## src/sv/lapyu_pkg.sv

```systemverilog
// Package for the lever arm pose and yaw unwrap block.
// Holds angle constants, register codes and the CORDIC arctangent table.
// No dependencies.
`default_nettype none
package lapyu_pkg;
    localparam int TAB_LEN = 24;
    localparam int CORDIC_ITERS_DEF = 16;
    localparam logic signed [25:0] DEG180 = 26'sd11796480;
    localparam logic signed [25:0] DEG90 = 26'sd5898240;
    localparam logic signed [31:0] KINV_Q30 = 32'sd652032874;
    localparam logic signed [20:0] RST_DX = 21'sd721;
    localparam logic signed [20:0] RST_DY = 21'sd1526;
    localparam logic signed [20:0] RST_L = 21'sd15870;
    localparam logic [1:0] REG_DX = 2'd0;
    localparam logic [1:0] REG_DY = 2'd1;
    localparam logic [1:0] REG_L = 2'd2;

    function automatic logic [21:0] atan_tab(input logic [4:0] i);
        logic [21:0] v;
        unique case (i)
            5'd0: v = 22'd2949120;
            5'd1: v = 22'd1740967;
            5'd2: v = 22'd919879;
            5'd3: v = 22'd466945;
            5'd4: v = 22'd234379;
            5'd5: v = 22'd117304;
            5'd6: v = 22'd58666;
            5'd7: v = 22'd29335;
            5'd8: v = 22'd14668;
            5'd9: v = 22'd7334;
            5'd10: v = 22'd3667;
            5'd11: v = 22'd1833;
            5'd12: v = 22'd917;
            5'd13: v = 22'd458;
            5'd14: v = 22'd229;
            5'd15: v = 22'd115;
            5'd16: v = 22'd57;
            5'd17: v = 22'd29;
            5'd18: v = 22'd14;
            5'd19: v = 22'd7;
            5'd20: v = 22'd4;
            5'd21: v = 22'd2;
            5'd22: v = 22'd1;
            default: v = 22'd0;
        endcase
        return v;
    endfunction
endpackage
`default_nettype wire

```

## src/sv/lapyu_cordic.sv

```systemverilog
// Shared CORDIC engine: vectoring mode for atan2 and rotation mode for cos/sin.
// One micro-rotation per cycle. Depends on lapyu_pkg.
`default_nettype none
module lapyu_cordic #(
    parameter int ITERS = lapyu_pkg::CORDIC_ITERS_DEF
) (
    input  wire logic               i_clk,
    input  wire logic               i_rst_n,
    input  wire logic               i_start,
    input  wire logic               i_vec,
    input  wire logic signed [34:0] i_x,
    input  wire logic signed [34:0] i_y,
    input  wire logic signed [25:0] i_z,
    output logic                    o_done,
    output logic signed [34:0]      o_x,
    output logic signed [34:0]      o_y,
    output logic signed [25:0]      o_z
);
    import lapyu_pkg::*;

    localparam int N = (ITERS < TAB_LEN) ? ITERS : TAB_LEN;

    logic             r_busy;
    logic [4:0]       r_i;
    logic             r_vec;
    logic signed [34:0] r_x, r_y;
    logic signed [25:0] r_z;
    logic             dir;
    logic signed [25:0] at;

    assign at = $signed({4'd0, atan_tab(r_i)});
    assign dir = r_vec ? ~r_y[34] : ~r_z[25];

    always_ff @(posedge i_clk) begin
        if (!i_rst_n) begin
            r_busy <= 1'b0;
            o_done <= 1'b0;
            r_i <= '0;
        end else begin
            o_done <= 1'b0;
            if (i_start) begin
                r_busy <= 1'b1;
                r_i <= '0;
                r_vec <= i_vec;
                r_x <= i_x;
                r_y <= i_y;
                r_z <= i_z;
            end else if (r_busy) begin
                if (dir ^ ~r_vec) begin
                    r_x <= r_x + (r_y >>> r_i);
                    r_y <= r_y - (r_x >>> r_i);
                end else begin
                    r_x <= r_x - (r_y >>> r_i);
                    r_y <= r_y + (r_x >>> r_i);
                end
                r_z <= (dir ^ ~r_vec) ? r_z + at : r_z - at;
                if (r_i == 5'(N - 1)) begin
                    r_busy <= 1'b0;
                    o_done <= 1'b1;
                end
                r_i <= r_i + 5'd1;
            end
        end
    end

    assign o_x = r_x;
    assign o_y = r_y;
    assign o_z = r_z;
endmodule
`default_nettype wire

```

## src/sv/lever_arm_pose_and_yaw_unwrap.sv

```systemverilog
// Top level of the lever arm pose and yaw unwrap block.
// Depends on lapyu_pkg and lapyu_cordic.
//
// Each sample runs a sequence of multiplies for the yaw vector, then a
// vectoring CORDIC for yaw, then a rotation CORDIC for cos/sin on the same
// shared engine, then a second sequence of multiplies; all multiplies use one
// shared 32x32 multiplier. A new input beat is taken only in S_IDLE, so a
// sample leaves its final step before the next is accepted. A finished beat
// waits in the output register while i_out_stall is high; the next sample is
// computed meanwhile and waits in its final step until the output register is
// free.
`default_nettype none
module lever_arm_pose_and_yaw_unwrap #(
    parameter int CORDIC_ITERS = lapyu_pkg::CORDIC_ITERS_DEF
) (
    input  wire logic               i_clk,
    input  wire logic               i_rst_n,
    input  wire logic               psel,
    input  wire logic               penable,
    input  wire logic               pwrite,
    input  wire logic [3:0]         paddr,
    input  wire logic [31:0]        pwdata,
    output logic [31:0]             prdata,
    output logic                    pready,
    input  wire logic               i_in_valid,
    output logic                    o_in_stall,
    input  wire logic signed [15:0] i_quat_w,
    input  wire logic signed [15:0] i_quat_x,
    input  wire logic signed [15:0] i_quat_y,
    input  wire logic signed [15:0] i_quat_z,
    input  wire logic signed [31:0] i_pos_x,
    input  wire logic signed [31:0] i_pos_y,
    output logic                    o_out_valid,
    input  wire logic               i_out_stall,
    output logic signed [31:0]      o_robot_x,
    output logic signed [31:0]      o_robot_y,
    output logic signed [24:0]      o_yaw_deg,
    output logic signed [47:0]      o_yaw_unwrapped,
    output logic signed [15:0]      o_turn_count
);
    import lapyu_pkg::*;

    typedef enum logic [3:0] {
        S_IDLE, S_AB, S_VEC, S_VWAIT, S_ROT, S_RWAIT, S_MUL, S_FIN
    } t_state;

    t_state r_state;
    logic signed [20:0] r_dx, r_dy, r_l;
    logic signed [15:0] r_qw, r_qx, r_qy, r_qz;
    logic signed [31:0] r_px, r_py;
    logic signed [24:0] r_last, r_yaw;
    logic signed [15:0] r_turns;
    logic [3:0] r_k;
    logic signed [33:0] r_a, r_b;
    logic signed [31:0] r_c, r_s;
    logic signed [53:0] r_sx, r_sy;
    logic r_neg;
    logic fin_go;

    logic c_start, c_vec, c_done;
    logic signed [34:0] c_xi, c_yi, c_xo, c_yo;
    logic signed [25:0] c_zi, c_zo;

    lapyu_cordic #(.ITERS(CORDIC_ITERS)) u_cordic (
        .i_clk(i_clk), .i_rst_n(i_rst_n), .i_start(c_start), .i_vec(c_vec),
        .i_x(c_xi), .i_y(c_yi), .i_z(c_zi), .o_done(c_done),
        .o_x(c_xo), .o_y(c_yo), .o_z(c_zo)
    );

    // Shared multiplier: operands picked by step counter.
    logic signed [31:0] m_a, m_b;
    logic signed [63:0] m_p;
    always_comb begin
        m_a = '0;
        m_b = '0;
        unique case (r_k)
            4'd0: begin m_a = 32'(r_qx); m_b = 32'(r_qy); end
            4'd1: begin m_a = 32'(r_qw); m_b = 32'(r_qz); end
            4'd2: begin m_a = 32'(r_qy); m_b = 32'(r_qy); end
            4'd3: begin m_a = 32'(r_qz); m_b = 32'(r_qz); end
            4'd4: begin m_a = 32'(r_dx); m_b = r_c; end
            4'd5: begin m_a = 32'(r_dy); m_b = r_s; end
            4'd6: begin m_a = 32'(r_l);  m_b = r_s; end
            4'd7: begin m_a = 32'(r_dx); m_b = r_s; end
            4'd8: begin m_a = 32'(r_dy); m_b = r_c; end
            4'd9: begin m_a = 32'(r_l);  m_b = r_c; end
            default: ;
        endcase
        m_p = m_a * m_b;
    end

    logic signed [25:0] z_cl, t_in;
    logic signed [25:0] diff;
    logic signed [53:0] rnd_x, rnd_y;
    logic signed [34:0] rx, ry;
    logic signed [15:0] n_turns;
    logic signed [31:0] sx32, sy32;
    always_comb begin
        z_cl = c_zo;
        if (c_zo > DEG180) z_cl = DEG180;
        if (c_zo < -DEG180) z_cl = -DEG180;
        t_in = 26'(r_yaw);
        if (26'(r_yaw) > DEG90) t_in = 26'(r_yaw) - DEG180;
        else if (26'(r_yaw) < -DEG90) t_in = 26'(r_yaw) + DEG180;
        c_vec = (r_state == S_VEC);
        c_start = (r_state == S_VEC) || (r_state == S_ROT);
        c_xi = (r_state == S_VEC) ? 35'(r_b[33] ? -r_b : r_b) : 35'(KINV_Q30);
        c_yi = (r_state == S_VEC) ? 35'(r_b[33] ? -r_a : r_a) : '0;
        c_zi = (r_state == S_VEC) ? (r_b[33] ? (r_a[33] ? -DEG180 : DEG180) : '0) : t_in;
        rnd_x = (r_sx + 54'sd536870912) >>> 30;
        rnd_y = (r_sy + 54'sd536870912) >>> 30;
        rx = 35'(r_px) + 35'(r_dx) + 35'(rnd_x);
        ry = 35'(r_py) + 35'(r_dy) + 35'(r_l) + 35'(rnd_y);
        sx32 = (rx > 35'sd2147483647) ? 32'h7fffffff :
               (rx < -35'sd2147483648) ? 32'h80000000 : rx[31:0];
        sy32 = (ry > 35'sd2147483647) ? 32'h7fffffff :
               (ry < -35'sd2147483648) ? 32'h80000000 : ry[31:0];
        diff = 26'(r_yaw) - 26'(r_last);
        n_turns = r_turns;
        if (diff > DEG180) begin
            if (r_turns != -16'sd32768) n_turns = r_turns - 16'sd1;
        end else if (diff < -DEG180) begin
            if (r_turns != 16'sd32767) n_turns = r_turns + 16'sd1;
        end
    end

    assign pready = 1'b1;
    assign o_in_stall = (r_state != S_IDLE);
    assign fin_go = (r_state == S_FIN) && (!o_out_valid || !i_out_stall);
    always_comb begin
        unique case (paddr[3:2])
            REG_DX: prdata = 32'(r_dx);
            REG_DY: prdata = 32'(r_dy);
            REG_L: prdata = 32'(r_l);
            default: prdata = '0;
        endcase
    end

    always_ff @(posedge i_clk) begin
        if (!i_rst_n) begin
            r_state <= S_IDLE;
            r_dx <= RST_DX;
            r_dy <= RST_DY;
            r_l <= RST_L;
            r_last <= '0;
            r_turns <= '0;
            o_out_valid <= 1'b0;
            r_k <= '0;
        end else begin
            if (psel && penable && pwrite) begin
                unique case (paddr[3:2])
                    REG_DX: r_dx <= pwdata[20:0];
                    REG_DY: r_dy <= pwdata[20:0];
                    REG_L: r_l <= pwdata[20:0];
                    default: ;
                endcase
            end
            if (fin_go) o_out_valid <= 1'b1;
            else if (!i_out_stall) o_out_valid <= 1'b0;
            unique case (r_state)
                S_IDLE: if (i_in_valid) begin
                    r_qw <= i_quat_w; r_qx <= i_quat_x;
                    r_qy <= i_quat_y; r_qz <= i_quat_z;
                    r_px <= i_pos_x; r_py <= i_pos_y;
                    r_k <= '0;
                    r_a <= '0;
                    r_b <= 34'sd1073741824;
                    r_state <= S_AB;
                end
                S_AB: begin
                    if (r_k < 4'd2) r_a <= r_a + 34'(m_p <<< 1);
                    else r_b <= r_b - 34'(m_p <<< 1);
                    r_k <= r_k + 4'd1;
                    if (r_k == 4'd3) r_state <= S_VEC;
                end
                S_VEC: begin
                    r_neg <= 1'b0;
                    r_state <= S_VWAIT;
                end
                S_VWAIT: if (c_done) begin
                    r_yaw <= (r_a == 0 && r_b == 0) ? '0 : 25'(z_cl);
                    r_state <= S_ROT;
                end
                S_ROT: begin
                    r_neg <= (26'(r_yaw) > DEG90) || (26'(r_yaw) < -DEG90);
                    r_state <= S_RWAIT;
                end
                S_RWAIT: if (c_done) begin
                    r_c <= r_neg ? -c_xo[31:0] : c_xo[31:0];
                    r_s <= r_neg ? -c_yo[31:0] : c_yo[31:0];
                    r_sx <= '0; r_sy <= '0;
                    r_k <= 4'd4;
                    r_state <= S_MUL;
                end
                S_MUL: begin
                    unique case (r_k)
                        4'd4: r_sx <= r_sx - 54'(m_p);
                        4'd5, 4'd6: r_sx <= r_sx + 54'(m_p);
                        default: r_sy <= r_sy - 54'(m_p);
                    endcase
                    r_k <= r_k + 4'd1;
                    if (r_k == 4'd9) r_state <= S_FIN;
                end
                S_FIN: if (fin_go) begin
                    o_robot_x <= sx32;
                    o_robot_y <= sy32;
                    o_yaw_deg <= r_yaw;
                    o_turn_count <= n_turns;
                    o_yaw_unwrapped <= 48'(r_yaw) + 48'(n_turns) * 48'sd23592960;
                    r_turns <= n_turns;
                    r_last <= r_yaw;
                    r_state <= S_IDLE;
                end
                default: r_state <= S_IDLE;
            endcase
        end
    end

`ifndef ASSERT_OFF
    a_out_hold: assert property (@(posedge i_clk) disable iff (!i_rst_n)
        o_out_valid && i_out_stall |=> (o_out_valid && $stable(o_robot_x) &&
        $stable(o_yaw_deg) && $stable(o_turn_count)))
        else $error("stalled result beat changed");
    a_turn_step: assert property (@(posedge i_clk) disable iff (!i_rst_n)
        r_state == S_FIN |=> (r_turns - $past(r_turns) <= 16'sd1 &&
        $past(r_turns) - r_turns <= 16'sd1)) else $error("turn count jumped");
    a_yaw_range: assert property (@(posedge i_clk) disable iff (!i_rst_n)
        o_out_valid |-> (26'(o_yaw_deg) <= DEG180 && 26'(o_yaw_deg) >= -DEG180))
        else $error("yaw out of range");
`endif
endmodule
`default_nettype wire
```

## config.mk

```make
export PLATFORM = sky130hd
export DESIGN_NAME = lever_arm_pose_and_yaw_unwrap
export DESIGN_NICKNAME = d
export VERILOG_FILES = /design/src/sv/lapyu_pkg.sv /design/src/sv/lapyu_cordic.sv /design/src/sv/lever_arm_pose_and_yaw_unwrap.sv
export SDC_FILE = /design/constraint.sdc
export NUM_CORES = 2
export LEC_CHECK = 0
export BUFFER_PORTS_ARGS = -buffer_cell sky130_fd_sc_hd__buf_2
export CELL_PAD_IN_SITES_DETAIL_PLACEMENT = 0
export CELL_PAD_IN_SITES_GLOBAL_PLACEMENT = 2
export CORE_MARGIN = 2
export CORE_UTILIZATION = 44
export DETAILED_ROUTE_END_ITERATION = 10
export PLACE_DENSITY_LB_ADDON = 0.1
export RECOVER_POWER = 50
export SYNTH_ARGS = -nofsm -noshare
export SYNTH_HDL_FRONTEND = slang
export SYNTH_SLANG_ARGS = --single-unit
```

## constraint.sdc

```tcl
create_clock -name i_clk -period 20.9 [get_ports i_clk]
set_input_delay 5.225 -clock i_clk [delete_from_list [all_inputs] [get_ports i_clk]]
set_output_delay 5.225 -clock i_clk [all_outputs]
set_load 0.01 [all_outputs]
```

### Yosys cells after proc, flatten, opt, wreduce, memory -nomap -nowiden

Memories as Yosys holds them, arrays and structs flattened. A register that Yosys moved wholly into a read port is not among the register bits.
Cells that the tools add are included.

| storage, ports and cells | value |
|---|---|
| bits in read-only memories | 704 |
| memories kept | 1 |
| word-level logic and storage cells | 232 |
| output and inout port bits | 188 |
| register bits | 764 |

Memories:

| memory | words | width | read ports | clocked after memory_dff | wr ports | RTL line | source |
|---|---|---|---|---|---|---|---|
| (no name shown) | 32 | 22 | 1 | 1 | 0 | lapyu_pkg.sv:20 | `unique case (i)` |

| cells by class | value |
|---|---|
| reductions and logical operators | 51 |
| multiply operators | 2 |
| mux-type cells | 61 |
| shifts and indexed selects | 2 |
| add/subtract/negate cells | 30 |
| equality and inequality tests | 32 |
| bitwise gates (word level) | 6 |
| order comparisons | 11 |

Operator list:

| kind | number |
|---|---|
| $mux 35 | 10 |
| $pmux 54 s2 | 3 |
| $pmux 32 s7 | 1 |
| $mux 26 | 8 |
| $mux 34 | 4 |
| $pmux 34 s2 | 2 |
| $mux 32 | 4 |
| $pmux 32 s4 | 1 |
| $add 54x31->54 const B | 2 |
| $mux 54 | 2 |
| $sub 54x54->54 | 2 |
| $pmux 32 s3 | 1 |
| $add 35x35->35 | 2 |
| $neg 34->35 | 2 |
| $sshr 35x5->35 | 2 |
| $sub 35x35->35 | 2 |
| $logic_not 34->1 | 2 |
| $add 32x21->33 | 2 |
| $mux 16 | 4 |
| $neg 32->32 | 2 |
| $add 54x54->54 | 1 |
| $mul 32x32->54 | 1 |
| $gt 26x25->1 const B | 2 |
| $lt 26x25->1 const B | 2 |
| 57 further kinds | 131 |

### Depth between registers and ports, before layout

| logic depth | value |
|---|---|
| depth in word-level cells | 7 |
| mapped depth | 58 |
| mapped depth without buffers | 54 |

### By module

From an unflattened synthesis, not the netlist that was laid out.

| unflattened totals | value |
|---|---|
| cells, all modules | 10,010 |
| area, all modules | 90,660.7 µm² |

Modules (own cells, without submodules):

| module | seq. area each (µm²) | cells each | times used | area each (µm²) |
|---|---|---|---|---|
| lever_arm_pose_and_yaw_unwrap | 17,887.2 | 8,088 | 1 | 74,083.6 |
| lapyu_cordic | 3,493.4 | 1,922 | 1 | 16,577.1 |

### Least setup slack after synthesis

No wires, ideal clock.

| path | value |
|---|---|
| path type | register to register |
| from | reg r_k[2] |
| to | reg r_sx[51] (data pin) |
| cell stages (with the launch flop) | 51 |
| data arrival time | 12.131 ns |
| clock period less this slack | 12.397 ns |
| slack | 8.503 ns |
| cells stage by stage | dfxtp_1 -> clkbuf_1 -> nor2_1 -> and2_1 -> clkbuf_1 -> or2_2 -> clkbuf_1 -> a22o_1 -> clkbuf_1 -> clkbuf_1 -> a221oi_1 -> clkbuf_1 -> nor2_1 -> fa_1 -> inv_1 -> fa_1 -> inv_1 -> fa_1 -> [... 15 more ...] -> or2_2 -> inv_1 -> a21oi_1 -> xnor2_1 -> ha_1 -> nor2b_1 -> o21ai_0 -> nand2b_1 -> a21o_1 -> a21oi_1 -> nor3b_1 -> o21ai_0 -> a221oi_1 -> o21ai_0 -> a311oi_1 -> o21bai_1 -> xnor2_1 -> nor2_1 |

| on the way | value |
|---|---|
| cells in the longest elaborated chain, start to end | 7 |

Ends and longest elaborated chain:

| item | RTL line | source |
|---|---|---|
| start, declared | lever_arm_pose_and_yaw_unwrap.sv:53 | `logic [3:0] r_k;` |
| start signal, assigned | lever_arm_pose_and_yaw_unwrap.sv:173 | `r_k <= r_k + 4'd1;` |
| start signal, assigned | lever_arm_pose_and_yaw_unwrap.sv:201 | `r_k <= r_k + 4'd1;` |
| $eq 4x4->1 (tied with other cells) | lever_arm_pose_and_yaw_unwrap.sv:76 | `unique case (r_k)` |
| $reduce_or 2->1 (no source line) / $reduce_or 3->1 (equally long branches) | n/a |  |
| $pmux 32 s7 / $pmux 32 s4 (equally long branches) | lever_arm_pose_and_yaw_unwrap.sv:76 |  |
| $mul 32x32->54 | lever_arm_pose_and_yaw_unwrap.sv:89 | `m_p = m_a * m_b;` |
| $add 54x54->54 / $sub 54x54->54 (equally long branches) | lever_arm_pose_and_yaw_unwrap.sv:198, lever_arm_pose_and_yaw_unwrap.sv:197 |  |
| $pmux 54 s2 (*) | lever_arm_pose_and_yaw_unwrap.sv:196 | `unique case (r_k)` |
| $pmux 54 s2 (*) | lever_arm_pose_and_yaw_unwrap.sv:160 | `unique case (r_state)` |
| end signal, assigned | lever_arm_pose_and_yaw_unwrap.sv:197 | `4'd4: r_sx <= r_sx - 54'(m_p);` |
| end signal, assigned | lever_arm_pose_and_yaw_unwrap.sv:198 | `4'd5, 4'd6: r_sx <= r_sx + 54'(m_p);` |
| end, declared | lever_arm_pose_and_yaw_unwrap.sv:56 | `logic signed [53:0] r_sx, r_sy;` |

Every way passes the cells marked *; elsewhere a longest branch is shown, timed or not.
A chain may end at the register's enable or synchronous reset.

### Worst setup path in the final report

Same ends and word-level chain as after synthesis.

==> results.ini <==
[status]
status=finished with violations
violations=max-capacitance violations, max-slew violations

[synth]
syn_inst=9661
ys_warn_count=0
synth_top_family_by_area=adder cells
synth_area_um2=88200
synth_edf_count=618
ys.flop_type=edfxtp_1
synth_xor_area_share_pct=6.96
syn_avg_cell_area_um2=9.13
synthDistinctLibCells=107
synthMuxAreaShare_pct=3.20
synth_simple_gate_area_share_pct=14.4
ys_seq_area_share_pct=24.2
yosys.area_share.adder_pct=29.3
synth-compound-area-share_pct=14.1
syn_nets=11400
async_flop_share_pct=0
synth_seq_cells=759

[final_layout]
area_growth_syn_to_layout_pct=8.94
fin_nets=11500
ff_latch_area_um2=21400
drive_gt1_share_pct=7.46
final_cell_mix=1349 x inv_1, 951 x nor2_1, 927 x nand2_1
fillers=19300
final_common_cell=inv_1
multiInputGateArea_um2=60300

[routing]
drtPass1Iterations=7
route.detailed.drc=0
vias_per_cell=5.66
wl_per_cell_um=24.6
drtIter0Drc=6202
num_vias=71300
finalWirelength_um=310000
detail-route-antenna-nets=0

[sta]
fmax_mhz=61.8
hold_viol=0
setup_violations=0
finalCritPeriodShare_pct=77.5
final.setup.tns_ns=0
layout_min_cycle_time_ns=16.19
slew_violations=583
slew_headroom_pct=-146
tightest_slew_ns=3.69
rsz0062_at_grt=false
fin_worst_skew_ns=0.0629

[worst_setup_path]
cpPeakStageDelay_ns=1.64
endpoint_kind=register
cp_max_fo=43
slowest_stage=clkbuf_1
crit_top_cell=fa_1
worstPathArrival_ns=16.66
cp-start-kind=register
required_ns=21.36
critical_path_class=reg2reg

[clock_network]
cts.repair.resized=0
cts_buffers=99
clk_path_buf_depth=3
ctsHoldBuffers=0
clkTransAtPathRegs_ns=0.06
cts_max_level=3
cts_root_buf=clkbuf_16
post_cts_buffers=0
cts_sinks=759
cts_tree=built
insertion_delay_ns=0.78

[die]
start_util_pct=44.2
die_width_um=452
io-pin-count=359
rows=164
dieArea_um2=204000
core_area_um2=199000
fp.dieH_um=452

[grt]
track_usage_pct=30.0
gr-total-overflow=0
grt_max_degree=73
antenna_found_initial=49
grt_pass1_wl_um=458000
grt_pass1_vias=69800

[placed_design]
hpwl_um=247000
port_buffers=344
place_congestion=0.926

[run]
max-cap-violations=14

[min_path]
hp-class=reg2reg

[worst max-delay path: cells and delay by family (launching register included)]
family,cells,cell delay [ns]
AO/OA/AOI/OAI,15,4.11
flip-flops,1,0.65
XOR/XNOR,2,0.33
buffers and inverters,5,3.08
AND/OR/NAND/NOR,10,2.79
adder cells (fa/ha/maj),10,4.87
[state kept, by name, indices dropped and copies added (netlist names), 33 cells and up]
signal and cells:
u_cordic.o_y 35, r_sy 54, u_cordic.o_x 35, r_b 33
r_sx 54, r_a 33
[worst paths after layout]
kind,start,end,slack (ns),cells after the start
setup reg to reg,r_k[2],r_sx[51],4.71,42
hold reg to reg,r_last[24],r_last[24],0.45,2
setup / recovery,r_k[2],r_sx[51],4.71,42
hold / removal,r_last[24],r_last[24],0.45,2
[cells in the mapped netlist (all sizes together) (47+ instances only)]
| master | count | area [um^2] |
|---|---|---|
| a21o | 195 | 1460 |
| nand2b | 100 | 626 |
| a22oi | 47 | 358 |
| clkbuf | 328 | 1230 |
| edfxtp | 618 | 18600 |
| mux4 | 78 | 1790 |
| inv | 1353 | 5080 |
| xnor2 | 417 | 3660 |
| ha | 629 | 7870 |
| a211oi | 60 | 465 |
| and2 | 81 | 509 |
| nand4 | 53 | 347 |
| o21bai | 62 | 465 |
| nor3 | 141 | 716 |
| o22ai | 55 | 344 |
| o21ai | 433 | 2180 |
| a21oi | 535 | 2690 |
| dfxtp | 141 | 2820 |
| or3 | 61 | 392 |
| buf | 93 | 593 |
| or2 | 58 | 363 |
| and3 | 86 | 543 |
| mux2i | 69 | 691 |
| nor2 | 956 | 3600 |
| o21a | 62 | 465 |
| fa | 898 | 18000 |
| xor2 | 283 | 2480 |
| nor2b | 70 | 438 |
| o31ai | 76 | 598 |
| nand2 | 930 | 3490 |
| a31oi | 57 | 357 |
| nand3 | 150 | 756 |
[stage by stage]
stage	setup slack, ns	hold WS [ns]	utilization [%]	std cells	cell area [um^2]
4_1_cts	5.93	0.455	48.3	12600	96400
5_1_grt	3.67	0.474	48.2	12600	96100
3_3_place_gp	6.05	0.443	46.6	12400	93000
6_report	4.71	0.453	48.2	12600	96100
2_1_floorplan	8.50	0.436	-	9661	88200
3_5_place_dp	6.03	0.448	46.6	12400	93000
[final cells by class]
cell class / instances / area share (%)
antenna: 24 / 0.0625
sequential: 759 / 22.3
inverter: 1354 / 5.29
clock buffer: 122 / 2.73
clock inverter: 64 / 0.741
timing repair buffer: 492 / 2.67
tap: 2656 / 3.46
multi-input combinational: 7127 / 62.8
[cells by family after synthesis]
logic type	count (synthesis)
simple gates	2806
compound gates	1915
buf+inv	1775
fa+ha+maj	1528
flops	759
xor+xnor	700
mux	177
other cells	1
[per-layer routing]
metal	share of wire (%)	track usage, %	vias to the layer above	wire length (um)
li1	-	-	33000	-
met1	45	42.2	35700	139000
met2	46	47.9	2206	142000
met3	5.8	3.86	380	18000
met4	3.6	9.78	6	11100
met5	0.011	0	-	35
Power is left out: the tool's default activity adds up to more than one toggle a clock period on the data nets, which glitch-free logic cannot reach.
